--- config.mk ---
export PLATFORM = sky130hd
export DESIGN_NAME = double_ended_list_with_search_core
export DESIGN_NICKNAME = d
export VERILOG_FILES = /design/src/sv/deq_pkg.sv /design/src/sv/double_ended_list_with_search_core.sv /design/src/sv/deq_ring_add.sv /design/src/sv/deq_seq.sv
export SDC_FILE = /design/constraint.sdc
export NUM_CORES = 1
export LEC_CHECK = 0
export ABC_AREA = 1
export BUFFER_PORTS_ARGS = -buffer_cell sky130_fd_sc_hd__buf_2
export CAP_MARGIN = 10
export CORE_UTILIZATION = 50
export DETAILED_ROUTE_END_ITERATION = 8
export GPL_ROUTABILITY_DRIVEN = 0
export PLACE_DENSITY = 0.77
export SLEW_MARGIN = 10
export SYNTH_ARGS = -nofsm -noshare
export SYNTH_HDL_FRONTEND = slang
export SYNTH_SLANG_ARGS = --single-unit
--- constraint.sdc ---
create_clock -name clk -period 8.78 [get_ports clk]
set_input_delay 1.317 -clock clk [delete_from_list [all_inputs] [get_ports clk]]
set_output_delay 1.317 -clock clk [all_outputs]
set_load 0.005 [all_outputs]
--- src/sv/deq_pkg.sv ---
// ----------------------------------------------------------------------------
// deq_pkg
// Shared codes and types for the double-ended list with search.
// ----------------------------------------------------------------------------
package deq_pkg;

  localparam int OP_W     = 3;
  localparam int VALUE_W  = 32;
  localparam int STATUS_W = 2;
  localparam int POS_W    = 5;
  localparam int LEN_W    = 5;

  typedef enum logic [OP_W-1:0] {
    OP_ADD_FRONT = 3'd0,
    OP_ADD_BACK  = 3'd1,
    OP_REM_FRONT = 3'd2,
    OP_REM_BACK  = 3'd3,
    OP_SEARCH    = 3'd4
  } op_t;

  typedef enum logic [STATUS_W-1:0] {
    ST_OK    = 2'd0,
    ST_EMPTY = 2'd1,
    ST_FULL  = 2'd2,
    ST_MISS  = 2'd3
  } status_t;

  // one result request
  typedef struct packed {
    status_t            status;
    logic [POS_W-1:0]   position;
    logic [LEN_W-1:0]   length;
  } res_t;

endpackage

--- src/sv/double_ended_list_with_search_core.sv ---
// ----------------------------------------------------------------------------
// double_ended_list_with_search_core
// Double-ended list of signed 32-bit values in a DEPTH-entry ring store,
// with add/remove at both ends and a linear search from the front.
// ----------------------------------------------------------------------------
//
//  channel | direction | handshake          | payload
//  --------+-----------+--------------------+------------------------------
//  in_     | input     | in_valid/in_stall  | in_op, in_value
//  out_    | output    | out_valid/out_stall| out_status, out_position,
//          |           |                    | out_length
//
//  Add/remove request: result registered in the sequencer on accept, then
//  moved to the output register once that register can take it.
//  Search request: walks the stored entries from the front, one registered
//  store read plus compare per entry (through the shared ring index unit),
//  over at most the live count, up to DEPTH entries; stops on the first match.
//  One request at a time: in_stall is high during reset and from accept
//  until its result leaves the sequencer for the output register.
//  Reset (rst_n low, synchronous) empties the list; store contents are left.
//  out_stall holds the output register; a new request may still be taken
//  while a finished result waits there.
//
module double_ended_list_with_search_core
  import deq_pkg::*;
#(
  parameter int DEPTH = 16
) (
  input  logic                       clk,
  input  logic                       rst_n,
  input  logic                       in_valid,
  output logic                       in_stall,
  input  logic [OP_W-1:0]            in_op,
  input  logic signed [VALUE_W-1:0]  in_value,
  output logic                       out_valid,
  input  logic                       out_stall,
  output logic [STATUS_W-1:0]        out_status,
  output logic [POS_W-1:0]           out_position,
  output logic [LEN_W-1:0]           out_length
);

  localparam int PW = $clog2(DEPTH);

  logic                  busy;
  logic                  wr_en;
  logic [PW-1:0]         wr_addr;
  logic [PW-1:0]         rd_addr;
  logic [VALUE_W-1:0]    rd_data_r;
  logic                  res_valid;
  res_t                  res;
  logic                  res_take;
  logic                  out_valid_r;
  res_t                  out_r;

  // ring store: one write port, one registered read port
  logic [VALUE_W-1:0]    mem [DEPTH];

  deq_seq #(.DEPTH(DEPTH)) u_seq (
    .clk       (clk),
    .rst_n     (rst_n),
    .req_valid (in_valid),
    .req_op    (in_op),
    .req_value (in_value),
    .busy      (busy),
    .wr_en     (wr_en),
    .wr_addr   (wr_addr),
    .rd_addr   (rd_addr),
    .rd_data   (rd_data_r),
    .res_valid (res_valid),
    .res       (res),
    .res_take  (res_take)
  );

  // write happens on the accept edge, so in_value is the store data
  always_ff @(posedge clk) begin
    if (wr_en) begin
      mem[wr_addr] <= in_value;
    end
    rd_data_r <= mem[rd_addr];
  end

  // no request is taken while reset is held
  assign in_stall = busy || !rst_n;

  // output register parts the sequencer from the result channel
  assign res_take = res_valid && (!out_valid_r || !out_stall);

  always_ff @(posedge clk) begin
    if (!rst_n) begin
      out_valid_r <= 1'b0;
    end else if (res_take) begin
      out_valid_r <= 1'b1;
    end else if (!out_stall) begin
      out_valid_r <= 1'b0;
    end
  end

  always_ff @(posedge clk) begin
    if (res_take) begin
      out_r <= res;
    end
  end

  assign out_valid    = out_valid_r;
  assign out_status   = out_r.status;
  assign out_position = out_r.position;
  assign out_length   = out_r.length;

`ifndef SYNTH
  a_pos_only_on_hit: assert property (@(posedge clk) disable iff (!rst_n)
    (out_valid && out_status != ST_OK) |-> (out_position == '0))
    else $error("position reported without a match");
  a_full_length: assert property (@(posedge clk) disable iff (!rst_n)
    (out_valid && out_status == ST_FULL) |-> (out_length == LEN_W'(DEPTH)))
    else $error("full status with list not full");
  a_empty_length: assert property (@(posedge clk) disable iff (!rst_n)
    (out_valid && out_status == ST_EMPTY) |-> (out_length == '0))
    else $error("empty status with entries held");
`endif

endmodule

--- src/sv/deq_ring_add.sv ---
// ----------------------------------------------------------------------------
// deq_ring_add
// Shared ring index unit: (base + offset) mod DEPTH, one add and one compare.
// ----------------------------------------------------------------------------
module deq_ring_add #(
  parameter int DEPTH = 16
) (
  input  logic [$clog2(DEPTH)-1:0]   base,
  input  logic [$clog2(DEPTH+1)-1:0] offset,
  output logic [$clog2(DEPTH)-1:0]   slot
);

  localparam int PW = $clog2(DEPTH);
  localparam int SW = PW + 1;

  logic [SW-1:0] sum;

  // base < DEPTH and offset <= DEPTH keep the sum below 2*DEPTH
  assign sum  = SW'(base) + SW'(offset);
  assign slot = (sum >= SW'(DEPTH)) ? PW'(sum - SW'(DEPTH)) : PW'(sum);

endmodule

--- src/sv/deq_seq.sv ---
// ----------------------------------------------------------------------------
// deq_seq
// Sequencer: front pointer, entry count, store commands and the search walk.
// ----------------------------------------------------------------------------
module deq_seq
  import deq_pkg::*;
#(
  parameter int DEPTH = 16
) (
  input  logic                        clk,
  input  logic                        rst_n,
  input  logic                        req_valid,
  input  logic [OP_W-1:0]             req_op,
  input  logic [VALUE_W-1:0]          req_value,
  output logic                        busy,
  output logic                        wr_en,
  output logic [$clog2(DEPTH)-1:0]    wr_addr,
  output logic [$clog2(DEPTH)-1:0]    rd_addr,
  input  logic [VALUE_W-1:0]          rd_data,
  output logic                        res_valid,
  output res_t                        res,
  input  logic                        res_take
);

  localparam int PW = $clog2(DEPTH);
  localparam int CW = $clog2(DEPTH+1);

  typedef enum logic [2:0] {
    S_IDLE = 3'b001,
    S_SCAN = 3'b010,
    S_DONE = 3'b100
  } state_t;

  state_t               state_r, state_nxt;
  logic [PW-1:0]        front_r, front_nxt;
  logic [CW-1:0]        count_r, count_nxt;
  logic [PW-1:0]        rd_slot_r, rd_slot_nxt;
  logic [PW-1:0]        off_r, off_nxt;
  logic [VALUE_W-1:0]   key_r, key_nxt;
  res_t                 res_r, res_nxt;

  logic [PW-1:0]        ring_base;
  logic [CW-1:0]        ring_off;
  logic [PW-1:0]        ring_slot;
  logic                 take;
  logic                 full;
  logic                 empty;
  logic [CW-1:0]        pos_w;
  op_t                  op;

  deq_ring_add #(.DEPTH(DEPTH)) u_ring (
    .base   (ring_base),
    .offset (ring_off),
    .slot   (ring_slot)
  );

  assign op    = op_t'(req_op);
  assign take  = req_valid && (state_r == S_IDLE);
  assign full  = (count_r == CW'(DEPTH));
  assign empty = (count_r == '0);
  assign pos_w = CW'(off_r) + CW'(1);

  // operand select for the shared ring unit
  always_comb begin
    ring_base = front_r;
    ring_off  = CW'(1);
    if (state_r == S_SCAN) begin
      ring_base = rd_slot_r;
      ring_off  = CW'(1);
    end else begin
      case (op)
        OP_ADD_FRONT: ring_off = CW'(DEPTH - 1);
        OP_ADD_BACK:  ring_off = count_r;
        default:      ring_off = CW'(1);
      endcase
    end
  end

  assign rd_addr = (state_r == S_SCAN) ? ring_slot : front_r;
  assign wr_addr = ring_slot;

  always_comb begin
    state_nxt   = state_r;
    front_nxt   = front_r;
    count_nxt   = count_r;
    rd_slot_nxt = rd_slot_r;
    off_nxt     = off_r;
    key_nxt     = key_r;
    res_nxt     = res_r;
    wr_en       = 1'b0;
    unique case (state_r)
      S_IDLE: begin
        if (take) begin
          state_nxt        = S_DONE;
          res_nxt.status   = ST_OK;
          res_nxt.position = '0;
          unique case (op)
            OP_ADD_FRONT: begin
              if (full) begin
                res_nxt.status = ST_FULL;
              end else begin
                wr_en     = 1'b1;
                front_nxt = ring_slot;
                count_nxt = count_r + CW'(1);
              end
            end
            OP_ADD_BACK: begin
              if (full) begin
                res_nxt.status = ST_FULL;
              end else begin
                wr_en     = 1'b1;
                count_nxt = count_r + CW'(1);
              end
            end
            OP_REM_FRONT: begin
              if (empty) begin
                res_nxt.status = ST_EMPTY;
              end else begin
                front_nxt = ring_slot;
                count_nxt = count_r - CW'(1);
              end
            end
            OP_REM_BACK: begin
              if (empty) begin
                res_nxt.status = ST_EMPTY;
              end else begin
                count_nxt = count_r - CW'(1);
              end
            end
            OP_SEARCH: begin
              if (empty) begin
                res_nxt.status = ST_EMPTY;
              end else begin
                state_nxt   = S_SCAN;
                rd_slot_nxt = front_r;
                off_nxt     = '0;
                key_nxt     = req_value;
              end
            end
            default: ;
          endcase
          res_nxt.length = LEN_W'(count_nxt);
        end
      end
      S_SCAN: begin
        if (rd_data == key_r) begin
          state_nxt        = S_DONE;
          res_nxt.status   = ST_OK;
          res_nxt.position = POS_W'(pos_w);
        end else if (pos_w == count_r) begin
          state_nxt        = S_DONE;
          res_nxt.status   = ST_MISS;
          res_nxt.position = '0;
        end else begin
          rd_slot_nxt = ring_slot;
          off_nxt     = off_r + PW'(1);
        end
      end
      S_DONE: begin
        if (res_take) begin
          state_nxt = S_IDLE;
        end
      end
      default: state_nxt = S_IDLE;
    endcase
  end

  always_ff @(posedge clk) begin
    if (!rst_n) begin
      state_r <= S_IDLE;
      front_r <= '0;
      count_r <= '0;
    end else begin
      state_r <= state_nxt;
      front_r <= front_nxt;
      count_r <= count_nxt;
    end
  end

  always_ff @(posedge clk) begin
    rd_slot_r <= rd_slot_nxt;
    off_r     <= off_nxt;
    key_r     <= key_nxt;
    res_r     <= res_nxt;
  end

  assign busy      = (state_r != S_IDLE);
  assign res_valid = (state_r == S_DONE);
  assign res       = res_r;

`ifndef SYNTH
  a_count_range: assert property (@(posedge clk) disable iff (!rst_n)
    count_r <= CW'(DEPTH))
    else $error("entry count above depth");
  a_front_range: assert property (@(posedge clk) disable iff (!rst_n)
    front_r < PW'(DEPTH - 1) || front_r == PW'(DEPTH - 1))
    else $error("front pointer outside store");
  a_scan_live: assert property (@(posedge clk) disable iff (!rst_n)
    (state_r == S_SCAN) |-> (count_r != '0 && CW'(off_r) < count_r))
    else $error("search walked past the live entries");
`endif

endmodule
Word-level counts from Yosys, hierarchy flattened
Memory sizes are Yosys's and may differ from the RTL's. A register that Yosys moved wholly into a read port is not among the register bits.
Index checks and enable logic that the tools add are counted.
W data, S select, Z words.

storage, ports and cells
  bits in read-only memories = 0
  bits in writable memories = 512
  flip-flop bits (word level) = 77
  word-level logic and storage cells = 108
  memories = 1
  bits in latches = 0
  output and inout port bits = 14

memory list
  memory  words  width  rd ports  clocked after memory_dff  write ports  line                                      text
  mem     16     32     1         1                         1            double_ended_list_with_search_core.sv:56  logic [VALUE_W-1:0] mem [DEPTH];

operators by class
  add/subtract/negate cells = 6
  bitwise logic cells = 1
  multiply operators = 0
  divide/modulo/power cells = 0
  shift-type cells = 0
  multiplexer cells = 45
  reductions and logical operators = 20
  eq/ne operators = 21
  $lt $le $gt $ge = 1

operators by type and width
  operator               count
  $mux W4                15
  $eq A32 B32 Y1         1
  $pmux W4 S2            3
  $pmux W5 S2            2
  $mux W3                6
  $mux W5                3
  $mux W7                2
  $pmux W7 S2            1
  $mux W12               1
  $ne A2 B2 Y1 const B   6
  $eq A3 B2 Y1 const B   3
  $mux W1                9
  $pmux W3 S3            1
  $eq A3 B1 Y1 const B   2
  $eq A3 B3 Y1 const B   2
  $ne A2 B1 Y1 const B   3
  $reduce_and A3 Y1      2
  $reduce_and A6 Y1      1
  $add A4 B1 Y5 const B  1
  $add A4 B5 Y5          1
  $add A5 B1 Y5 const B  1
  $eq A5 B5 Y1           1
  $eq A5 B5 Y1 const B   1
  $ge A5 B5 Y1 const B   1
  19 further kinds       25

Logic depth before layout (Yosys ltp)
  depth in word-level cells = 9
  depth in mapped cells = 18
  gate-level depth less buffers = 16

Cells and area by module
From an unflattened synthesis, not the netlist that was laid out.

unflattened totals
  cell total of the unflattened synthesis = 2484
  area total of the unflattened synthesis = 26410.3 sq um

modules (own cells, without submodules)
  module                              cells an instance  area an instance (sq um)  times used
  double_ended_list_with_search_core  2139               23134.7                   1
  deq_seq                             328                3149.3                    1
  deq_ring_add                        17                 126.4                     1

Worst setup path after synthesis
No wires, ideal clock.

  path type = input-to-reg
  from = input port in_op[2]
  to = memory mem[12][0], enable pin
  arrival = 4.321 ns
  buffers on the path = 0
  stages = 14
  setup slack = 4.038 ns
  data required time = 8.359 ns
  path through = nor2_1 -> inv_1 -> nor2_1 -> inv_1 -> a21oi_1 -> ha_1 -> nand2_1 -> nor2_1 -> a211oi_1 -> xnor2_1 -> or2_1 -> nand2_2 -> nand2_2 -> nor2_1

between the ends
  cells in the longest elaborated chain, start to end = 7
  elaborated cells on any way between the ends = 14
  classes of those cells = 2 x add/sub; 1 x order compare; 1 x eq/ne; 8 x mux; 2 x reduce/logical

RTL lines
  item                                                                   line                                      text
  from (decl)                                                            double_ended_list_with_search_core.sv:33  input logic [OP_W-1:0] in_op,
  parallel branches: the longest is 7 deep, another holds $add A4 B5 Y5  -
  to (decl)                                                              double_ended_list_with_search_core.sv:56

Parallel ways; which one is timed is not known.

Final worst setup path
  from = input port in_op[2]
  to = register rd_data_r[15], read port of mem

between the ends
  cells in the longest elaborated chain, start to end = 7
  elaborated cells on any way between the ends = 9
  classes of those cells = 2 x add/sub; 1 x order compare; 1 x eq/ne; 4 x mux; 1 x reduce/logical

RTL lines
  item                                                     line                                      text
  $eq A3 B1 Y1 / $logic_not A3 Y1 (equally long branches)  deq_seq.sv:71                             case (op)
  $pmux W5 S2 *                                            deq_seq.sv:71
  $mux W5 *                                                deq_seq.sv:67                             if (state_r == S_SCAN) begin
  $add A4 B5 Y5 *                                          deq_ring_add.sv:19                        assign sum = SW'(base) + SW'(offset);
  $sub A4 B1 Y4 / $ge A5 B5 Y1 (equally long branches)     deq_ring_add.sv:20                        assign slot = (sum >= SW'(DEPTH)) ? PW'(sum - SW'(DEPTH)) : PW'(sum);
  $mux W4 *                                                deq_ring_add.sv:20
  $mux W4 *                                                deq_seq.sv:79                             assign rd_addr = (state_r == S_SCAN) ? ring_slot : front_r;
  to (decl)                                                double_ended_list_with_search_core.sv:48  logic [VALUE_W-1:0] rd_data_r;

Every way passes the cells marked *; elsewhere a longest branch is shown, timed or not.
A chain may end at the register's enable or synchronous reset.

==> flow_summary_export.csv <==
group,metric,value,unit
pwr,power_density,236,nW/um^2
cells_and_area,drive_above_1_share,0.117,
sta,finalMaxSlewViolations,0,
clocking,clock-sinks,621,
clocking,cts_buffers,58,
grt,grt_pass1_vias,14696,
clocking,cts_tree,"built",
placed_design,io_buffers,52,
die,core,48800,um^2
clocking,cts_setup_buffers,0,
grt,grt_max_degree,195,
die,fp.dieW,224,um
sta,fin_crit_sh,0.570,
critical_path,slowest_stage,"buf_4",
yosys,postSynth.asyncResetShare,0,
yosys,synthCells,1823,
routing,drtIter0Drc,1917,
pwr,leakagePower,9.38,nW
routing,wl_per_cell,21.3,um
die,start_util,0.505,
sta,fmax,0.200,GHz
critical_path,cp_slowest_stage_delay,0.85,ns
die,io_pins,53,
clocking,path_clk_slew,0.06,ns
yosys,yosysUniqueCellTypes,40,
sta,worstMarginPinSlew,1.13,ns
sta,final.setup.tns,0,ns
grt,gr-total-overflow,0,
flow_run,cap_violations,0,
grt,gr-usage-all-layers,0.220,
clocking,cts_max_level,2,
routing,firstDrtPassIters,5,
cells_and_area,fillers,3729,
critical_path,critPathCaptureType,"register",
grt,antenna_found_initial,4,
worst_hold_path,min_path_type,"register to register",
yosys,synth_edf_count,576,
critical_path,cp_top_family,"buffers and inverters",
die,die_y,224,um
clocking,ctsHoldBuffers,0,
clocking,clockBufferDepth,3,
cells_and_area,fin_area,27700,um^2
cells_and_area,fin_nets,1901,
critical_path,cp_data_arrival_time,5.56,ns
routing,drtAntennaViolNets,0,
critical_path,path_class,"primary input to register",
critical_path,cp_cell_sequence,"buf_2 > nor2_1 > inv_1 > nor2_1 > nand3_1 > ha_1 > inv_1 > fa_1 > inv_1 > o21ai_4 > buf_12 > inv_2 > buf_4 > o21ai_0 > o211ai_1 > nand3_1 > nand2_1",
sta,rsz0062_at_grt,"false",
yosys,synth_ff_type,"edfxtp_1",
routing,postRouteWirelength,54700,um
placed_design,postPlaceCellArea,25600,um^2
routing,vias,14974,
routing,routed_via_density,5.83,
die,fp.dieArea,50300,um^2
pwr,power,6.53,mW
clocking,clock_latency,0.62,ns
pwr,peakVddDrop,145,uV
sta,finalCriticalPeriod,5.00,ns
yosys,synth_nets,1869,
yosys,synth_seq_area_share,0.737,
yosys,ys_warn_count,0,
yosys,synth-seq-cells,621,
critical_path,crit_buf_inv,7,
routing,drc,0,
critical_path,critPathMostFrequentCell,"inv_1",
yosys,yosys.area.top_type,"edfxtp_1",
sta,hold_viol,0,
clocking,ctsResizeCount,0,
clocking,root_buffer,"clkbuf_16",
sta,setup_violations,0,
grt,grt_pass1_wl,83900,um
die,fp-row-count,81,
critical_path,cp_max_fo,129,
placed_design,dp_hpwl,26100,um
yosys,synth.avg_cell_area,13.5,um^2
critical_path,cp-start-kind,"primary input",
sta,finalClockSkew,0.0316,ns
yosys,synth.area.top_cells,"edfxtp_1 70%, o211ai_1 7.8%, dfxtp_1 3.7%, o21ai_0 2.8%, nor2_1 2.7%",
cells_and_area,area_growth,12.1,%
yosys,synth_area,24700,um^2
yosys,synth_top_area_share,0.701,
critical_path,crit_required,9.34,ns
outcome,status,"complete, no violations",
sta,max-slew-margin-rel,0.249,
## cell usage in the layout, fill, tap and decap left out, types with 32 or more instances in the layout
| master | instances |
|---|---|
| or2_1 | 45 |
| xnor2_1 | 32 |
| o211ai_1 | 258 |
| nand2_1 | 167 |
| inv_1 | 110 |
| buf_2 | 52 |
| clkbuf_16 | 59 |
| edfxtp_1 | 576 |
| nand3_1 | 86 |
| o21ai_0 | 137 |
| dfxtp_1 | 45 |
| nor2_1 | 163 |
## registers in the layout (all words and copies together), names as in the netlist
name	cells
rd_data_r	32
u_seq.rd_slot_r	4
out_valid	1
u_seq.front_r	4
out_position	5
mem	512
out_status	2
out_length	5
u_seq.count_r	5
u_seq.off_r	4
u_seq.key_r	32
u_seq.state_r	3
u_seq.res	12
## power breakdown
part	leakage (nW)	internal, mW	switching (mW)
Sequential	5.57	3.31	0.0337
Combinational	2.79	0.150	0.333
Clock	1.02	1.61	1.08
Total	9.38	5.08	1.45
## layer usage
layer	GRT usage	vias to the layer above	wire length (um)
li1	-	6773	-
met1	0.296	7460	22400
met2	0.366	610	26700
met3	0.0342	125	4040
met4	0.0794	6	1610
met5	0	-	40
## worst register-to-register path, delay by kind of cell, from the launching register on
family | cells | cell delay, ns
compound gates | 3 | 0.61
fa+ha+maj | 2 | 0.66
buf+inv | 6 | 2.13
flops | 1 | 0.36
simple gates | 6 | 0.78
## worst paths after layout
check,from,endpoint,slack (ns),cells past startpoint
worst max-delay path,in_op[2],rd_data_r[15],3.78,17
worst min-delay path,u_seq.res[11],out_status[1],0.42,0
worst max register to register,u_seq.state_r[0],rd_data_r[15],4.17,17
worst min register to register,u_seq.res[11],out_status[1],0.42,0
## cell usage after synthesis (2+ instances only)
| library cell | instances |
|---|---|
| clkbuf_1 | 9 |
| buf_2 | 83 |
| o31ai_1 | 2 |
| ha_1 | 6 |
| nor2_1 | 180 |
| nand3_1 | 86 |
| or2_1 | 45 |
| inv_1 | 110 |
| dfxtp_1 | 45 |
| buf_4 | 7 |
| a211oi_1 | 2 |
| xor2_1 | 6 |
| nand2_2 | 5 |
| or2_2 | 16 |
| nand2_1 | 167 |
| a21oi_1 | 13 |
| o211ai_1 | 258 |
| clkbuf_2 | 3 |
| edfxtp_1 | 576 |
| xnor2_1 | 32 |
| o21ai_1 | 5 |
| o21ai_0 | 137 |
| inv_2 | 4 |
| nor3_1 | 2 |
| buf_6 | 4 |
| or2_0 | 6 |
## metrics by stage
step | setup WS, ns | util | instances | hold WS [ns]
floorplan | 4.04 | - | 1823 | 0.400
finish | 3.78 | 0.566 | 2570 | 0.418
detailed placement | 3.32 | 0.524 | 2459 | 0.405
global route | 3.55 | 0.566 | 2569 | 0.420
CTS | 3.90 | 0.566 | 2569 | 0.420
global placement | 3.40 | 0.524 | 2459 | 0.400
## cell families after synthesis
family,count (synthesis),synth area share
AOI/OAI and AO/OA,423,0.114
DFF,621,0.737
and+or+nand+nor,513,0.0913
buffers and inverters,221,0.0404
xor gates and xnor gates,38,0.0135
adders and majority gates,7,0.00385
## layout make-up
cell class / count / area (um^2) / share of cell area
clock buffers: 69 / 1540 / 0.0558
clock inverters: 41 / 543 / 0.0196
well taps: 664 / 831 / 0.0300
diodes: 1 / 2.50 / 0.0000904
repair buffers: 78 / 480 / 0.0174
flip-flops and latches: 621 / 18200 / 0.658
inverters: 115 / 442 / 0.0160
multi-input cells: 981 / 5630 / 0.204
(Power assumes the default switching activity.)
